==> config.mk <==
export PLATFORM = sky130hd
export DESIGN_NAME = lag_ctrl
export DESIGN_NICKNAME = d
export VERILOG_FILES = /design/src/hw/rtl/lag_pkg.sv /design/src/hw/rtl/lag_ctrl.sv
export SDC_FILE = /design/constraint.sdc
export NUM_CORES = 1
export LEC_CHECK = 0
export ABC_CLOCK_PERIOD_IN_PS = 1250
export BUFFER_PORTS_ARGS = -buffer_cell sky130_fd_sc_hd__clkbuf_2
export CAP_MARGIN = 10
export CORE_AREA = 4 4 41 43
export DETAILED_ROUTE_END_ITERATION = 8
export DIE_AREA = 0 0 45 47
export PLACE_DENSITY = 0.42
export SLEW_MARGIN = 20
export SYNTH_ARGS = -nofsm -noshare
export SYNTH_HDL_FRONTEND = slang
export SYNTH_SLANG_ARGS = --single-unit
export TNS_END_PERCENT = 50
==> constraint.sdc <==
create_clock -name aclk -period 1.25 [get_ports aclk]
set_input_delay 0.25 -clock aclk [delete_from_list [all_inputs] [get_ports aclk]]
set_output_delay 0.25 -clock aclk [all_outputs]
set_load 0.02 [all_outputs]
==> src/hw/rtl/lag_pkg.sv <==
// Shared types, constants and helper functions for the life automaton generation block.
package lag_pkg;

    // Default grid size.
    localparam int MAX_ROWS_DEF = 64;
    localparam int MAX_COLS_DEF = 64;

    // Field widths fixed by the item format.
    localparam int CFG_W     = 7;
    localparam int CFG_IDX_W = 2;
    localparam int MODE_W    = 2;
    localparam int ROW_IN_W  = 6;
    localparam int COL_IN_W  = 6;
    localparam int S_TDATA_W = 16;
    localparam int M_TDATA_W = 8;

    // Reset value of both area registers.
    localparam logic [CFG_W-1:0] AREA_RESET = 7'd64;

    // Configuration register indexes.
    localparam logic [CFG_IDX_W-1:0] REG_ROWS = 2'd0;
    localparam logic [CFG_IDX_W-1:0] REG_COLS = 2'd1;

    // Operation carried in s_tuser.
    typedef enum logic [MODE_W-1:0] {
        MODE_WRITE = 2'd0,
        MODE_STEP  = 2'd1,
        MODE_READ  = 2'd2,
        MODE_NONE  = 2'd3
    } mode_t;

    // Controller states.
    typedef enum logic [2:0] {
        ST_CLEAR,
        ST_IDLE,
        ST_ROW,
        ST_PRIME,
        ST_SWEEP,
        ST_FIN
    } state_t;

    // Commands from the controller to the datapath.
    typedef struct packed {
        logic accept;     // take the input transaction and start its row read
        logic clr_wr;     // write a zero row at the counter (clearing pass)
        logic row_ready;  // read data for a cell access is available
        logic prime;      // load the first row into the window
        logic sweep;      // compute and write back the row at the counter
        logic ctr_clr;
        logic ctr_inc;
        logic out_load;   // move the result into the output register
    } cmd_t;

    // Status from the datapath to the controller.
    typedef struct packed {
        logic ctr_last;
    } sts_t;

    // Next state of one cell from its three neighbors above, the two beside
    // it, the three below and its own value.
    function automatic logic life_next(logic [2:0] up3, logic [1:0] side2,
                                       logic [2:0] dn3, logic self);
        logic [7:0] nb;
        logic [3:0] cnt;
        nb  = {up3, side2, dn3};
        cnt = 4'd0;
        for (int i = 0; i < 8; i++) begin
            cnt = cnt + {3'b000, nb[i]};
        end
        return (cnt == 4'd3) || (self && (cnt == 4'd2));
    endfunction

endpackage

==> src/hw/rtl/lag_ctrl.sv <==
// Controller state machine: clearing pass, item sequencing, generation sweep and output handshake.
module lag_ctrl (
    input  logic                        aclk,
    input  logic                        aresetn,
    input  logic                        s_tvalid,
    output logic                        s_tready,
    input  logic [lag_pkg::MODE_W-1:0]  s_tuser,
    output logic                        m_tvalid,
    input  logic                        m_tready,
    output lag_pkg::cmd_t               cmd,
    input  lag_pkg::sts_t               sts
);

    lag_pkg::state_t state_reg, state_next;
    logic            m_tvalid_reg, m_tvalid_next;
    logic            out_free;

    assign out_free = !m_tvalid_reg || m_tready;

    // State register and output valid flag.
    always_ff @(posedge aclk) begin
        if (!aresetn) begin
            state_reg    <= lag_pkg::ST_CLEAR;
            m_tvalid_reg <= 1'b0;
        end else begin
            state_reg    <= state_next;
            m_tvalid_reg <= m_tvalid_next;
        end
    end

    // Next state and commands.
    always_comb begin
        state_next = state_reg;
        cmd        = '0;
        s_tready   = 1'b0;
        case (state_reg)
            lag_pkg::ST_CLEAR: begin
                cmd.clr_wr = 1'b1;
                if (sts.ctr_last) begin
                    cmd.ctr_clr = 1'b1;
                    state_next  = lag_pkg::ST_IDLE;
                end else begin
                    cmd.ctr_inc = 1'b1;
                end
            end
            lag_pkg::ST_IDLE: begin
                s_tready = 1'b1;
                if (s_tvalid) begin
                    cmd.accept = 1'b1;
                    case (lag_pkg::mode_t'(s_tuser))
                        lag_pkg::MODE_WRITE: state_next = lag_pkg::ST_ROW;
                        lag_pkg::MODE_READ:  state_next = lag_pkg::ST_ROW;
                        lag_pkg::MODE_STEP:  state_next = lag_pkg::ST_PRIME;
                        default:             state_next = lag_pkg::ST_FIN;
                    endcase
                end
            end
            lag_pkg::ST_ROW: begin
                cmd.row_ready = 1'b1;
                state_next    = lag_pkg::ST_FIN;
            end
            lag_pkg::ST_PRIME: begin
                cmd.prime   = 1'b1;
                cmd.ctr_clr = 1'b1;
                state_next  = lag_pkg::ST_SWEEP;
            end
            lag_pkg::ST_SWEEP: begin
                cmd.sweep = 1'b1;
                if (sts.ctr_last) begin
                    cmd.ctr_clr = 1'b1;
                    state_next  = lag_pkg::ST_FIN;
                end else begin
                    cmd.ctr_inc = 1'b1;
                end
            end
            lag_pkg::ST_FIN: begin
                if (out_free) begin
                    cmd.out_load = 1'b1;
                    state_next   = lag_pkg::ST_IDLE;
                end
            end
            default: begin
                state_next = lag_pkg::ST_IDLE;
            end
        endcase
    end

    // Output valid: set when a result is loaded, cleared when it is taken.
    always_comb begin
        m_tvalid_next = m_tvalid_reg;
        if (cmd.out_load) begin
            m_tvalid_next = 1'b1;
        end else if (m_tready) begin
            m_tvalid_next = 1'b0;
        end
    end

    assign m_tvalid = m_tvalid_reg;

    // Only one item is in flight: an accepted transaction leaves the idle state.
    a_one_item: assert property (@(posedge aclk) disable iff (!aresetn)
        (s_tvalid && s_tready) |=> (state_reg != lag_pkg::ST_IDLE))
        else $error("second item taken while one is in flight");

    // Priming is always followed by the row sweep.
    a_prime_sweep: assert property (@(posedge aclk) disable iff (!aresetn)
        (state_reg == lag_pkg::ST_PRIME) |=> (state_reg == lag_pkg::ST_SWEEP))
        else $error("sweep did not follow priming");

    // The sweep ends exactly after the last row.
    a_sweep_end: assert property (@(posedge aclk) disable iff (!aresetn)
        (state_reg == lag_pkg::ST_SWEEP && sts.ctr_last) |=> (state_reg == lag_pkg::ST_FIN))
        else $error("sweep did not finish after the last row");

    // A loaded result shows up as a valid output transaction.
    a_load_valid: assert property (@(posedge aclk) disable iff (!aresetn)
        cmd.out_load |=> m_tvalid)
        else $error("result loaded but output not valid");

    // Results are never produced during the clearing pass.
    a_clear_quiet: assert property (@(posedge aclk) disable iff (!aresetn)
        (state_reg == lag_pkg::ST_CLEAR) |-> !cmd.out_load && !cmd.sweep)
        else $error("activity during clearing pass");

endmodule

==> run_results.csv <==
group,metric,value,unit
critical_path,path_delay_family,"flip-flops",
critical_path,criticalPathCategory,"reg2out",
critical_path,timing.critical_path.slowest_stage_cell,"dfxtp_4",
outcome,status,"finished with violations",
route,initial_drt_pass_iterations,2,
clock_network,clockBufferDepth,2,
route,number_of_routed_nets_with_antenna_violations,0,
place,finalWeightedCongestion,0.659,
route,route.vias.total,281,
floorplanning,floorplan.die_area,2120,um2
clock_network,cts_buffers,3,
critical_path,largest_stage_delay_on_the_critical_path,0.35,ns
floorplanning,ioPinCount,17,
place,place_inst,62,
clock_network,cts_tree,"done",
pwr,worst_ir_drop_vdd,0.000309,V
route,routed_wirelength,736,um
timing,final.setup.worst_slack,-0.151,ns
timing,final_max_slew_viol_count,0,
logic_synthesis,synth_top_area_share,29.0,%
clock_network,htreeDepth,1,
floorplanning,fp-row-count,13,
critical_path,req_time_crit_path,1.00,ns
timing,finalSetupTns,-0.547,ns
timing,fin_crit_sh,112,%
grt,grt_util_all_layers,8.85,%
logic_synthesis,ys_dominant_reg_cell,"dfxtp_1",
logic_synthesis,synth_async_sr_flop_share,0,%
logic_synthesis,netlist_top_cells_area,"dfxtp_1, buf_4, nor2b_1",
logic_synthesis,seq_area_frac_synth,29.0,%
clock_network,clock_tree.root_cell,"clkbuf_4",
timing,fin_worst_skew,0.00162,ns
logic_synthesis,post_synth_edffs,0,
layout,syn2layout_area_growth,78.3,%
place,portBuffers,16,
layout,largest_reg_flops,3,
route,drt_iter0_drc,1,
timing,timing_hold_violations_final,0,
clock_network,cts.reportedPaths.clkPinSlew,0.04,ns
logic_synthesis,synthTopCellsByCount,"dfxtp_1, buf_4, nand2_1, nor2b_1, nor3_1",
route,via_per_inst,4.26,
pwr,p_leak,0.232,nW
timing,rsz_0062_raised_after_global_routing,"true",
floorplanning,initial_core_util,21.2,%
critical_path,startpoint_type,"flip-flop",
grt,antenna_found_initial,0,
timing,setup_viol,8,
timing,worst_slew_pin_slew,0.192,ns
logic_synthesis,synth.avg_cell_area,8.64,um2
timing,post-route-min-period,1.40,ns
clock_network,post_cts_hold_buffer_count,0,
floorplanning,die_x,45,um
clock_network,cts.sink_count,4,
grt,grt_max_degree,11,
layout,number_of_standard_cells_in_the_layout_taps_in_and_fillers_out,66,
logic_synthesis,syn-instance-count,32,
logic_synthesis,count_of_different_cell_masters_after_synthesis,20,
grt,wire_length_of_the_first_global_routing_pass,1.28,mm
clock_network,clk-insertion-delay-late,0.23,ns
logic_synthesis,synth.ff_latch_count,4,
critical_path,worst_setup_path_end_kind,"output port",
logic_synthesis,mappedNetlistNets,39,
timing,whs,0.269,ns
grt,first_global_vias,313,
timing,max_freq,714,MHz
layout,fin_util,37.9,%
grt,grt.overflow.total,0,
critical_path,worstPathArrival,1.15,ns
floorplanning,fp.coreArea,1300,um2
route,wl_per_cell,11.2,um
logic_synthesis,synthesis.area,277,um2
pwr,powerDensity,922,nW/um2
logic_synthesis,synthesis.yosys.warnings,0,
critical_path,critical_path.cell_chain,"nor2b_4 > and2_4 > a21o_1 > clkbuf_8",
logic_synthesis,yosys.area.top_type,"dfxtp_1",
route,remaining_drc_errors,0,
floorplanning,chipHeight,47,um
layout,num_antenna_cells,0,
critical_path,critical_path_peak_fanout,5,
timing,max-slew-margin-rel,87.1,%
logic_synthesis,synth_most_common_cell,"dfxtp_1",
layout,drive_gt1_share,68.6,%
outcome,violations,"setup timing",
place,hpwlAfterDp,509,um
run,total_of_max_cap_violations,0,
worst_hold_path,min_path_type,"in2reg",
layout,net_total_in_the_final_layout,60,
critical_path,worst-path-buf-inv,1,
metrics by stage:
stage / area (um2) / power (mW) / setup slack, ns
4_1_cts: 479 / 0.458 / -0.163
3_3_place_gp: 369 / 0.262 / -0.000707
3_5_place_dp: 369 / 0.260 / -0.0116
5_1_grt: 493 / 0.499 / -0.202
2_1_floorplan: 282 / 0.223 / -0.0229
6_report: 493 / 0.455 / -0.151
path summary, 6_finish.rpt:
| kind | cells after the start | slack [ns] | from | endpoint |
|---|---|---|---|---|
| worst max-delay path | 4 | -0.15 | state_reg[0] | cmd[2] |
| worst min-delay path | 3 | 0.27 | aresetn | state_reg[2] |
| worst max register to register | 4 | 0.23 | state_reg[0] | state_reg[2] |
| worst min register to register | 1 | 0.53 | state_reg[2] | state_reg[2] |
tightest hold or removal path, stage by stage:
cell and delay (ns):
clkbuf_2 0.11, nand2_1 0.06, a311oi_1 0.03
per-layer routing:
layer / global-route usage (%) / wire length (um) / vias up
met5: 0 / 0 / -
met4: 10.5 / 0 / 0
met3: 3.45 / 69 / 0
met2: 11.6 / 366 / 14
met1: 10.0 / 299 / 120
li1: - / - / 147
layout make-up:
type	instances	area, um2
Sequential cell	4	91.3
Fill cell	150	808
Clock buffer	3	22.5
Tap cell	15	18.8
Multi-Input combinational cell	24	204
Timing Repair Buffer	20	156
timing repair:
action,4_1_cts,5_1_grt
setup endpoints to repair,9,9
setup buffers,1,0
resized for setup,24,9
pin swaps,1,0
cells by family (layout without fill, tap and decap cells):
logic type / count (synthesis) / count (layout) / share of synthesized area (%)
compound gates: 4 / 4 / 10.4
flops: 4 / 4 / 29.0
buf+inv: 4 / 23 / 12.2
simple gates: 20 / 20 / 48.4
placed cells by master, fill, tap and decap left out:
cell | Yosys | layout
clkbuf_2 | 0 | 7
nor2b_1 | 3 | 2
clkbuf_4 | 0 | 4
and3_1 | 1 | 1
dfxtp_1 | 4 | 1
and4_1 | 1 | 1
clkbuf_8 | 0 | 2
a311oi_1 | 1 | 1
dfxtp_4 | 0 | 3
a21o_1 | 1 | 1
nor3b_4 | 1 | 1
nor2b_4 | 0 | 1
buf_6 | 1 | 1
nand2_1 | 3 | 3
nand3b_1 | 1 | 1
buf_4 | 3 | 8
nor2_4 | 0 | 1
nand2b_1 | 1 | 1
nor3_1 | 3 | 1
nor3_4 | 0 | 1
o21ai_0 | 1 | 1
buf_8 | 0 | 1
nor3_2 | 0 | 1
a21boi_0 | 1 | 1
and3b_1 | 1 | 1
nor3b_2 | 0 | 1
and2_4 | 1 | 3
power breakdown:
| group | total [mW] | internal (mW) | switching [mW] |
|---|---|---|---|
| Sequential | 0.148 | 0.134 | 0.0146 |
| Combinational | 0.153 | 0.0858 | 0.0669 |
| Clock | 0.154 | 0.107 | 0.0467 |
| Total | 0.455 | 0.326 | 0.128 |
No activity file was read; power rests on OpenSTA's default activity.
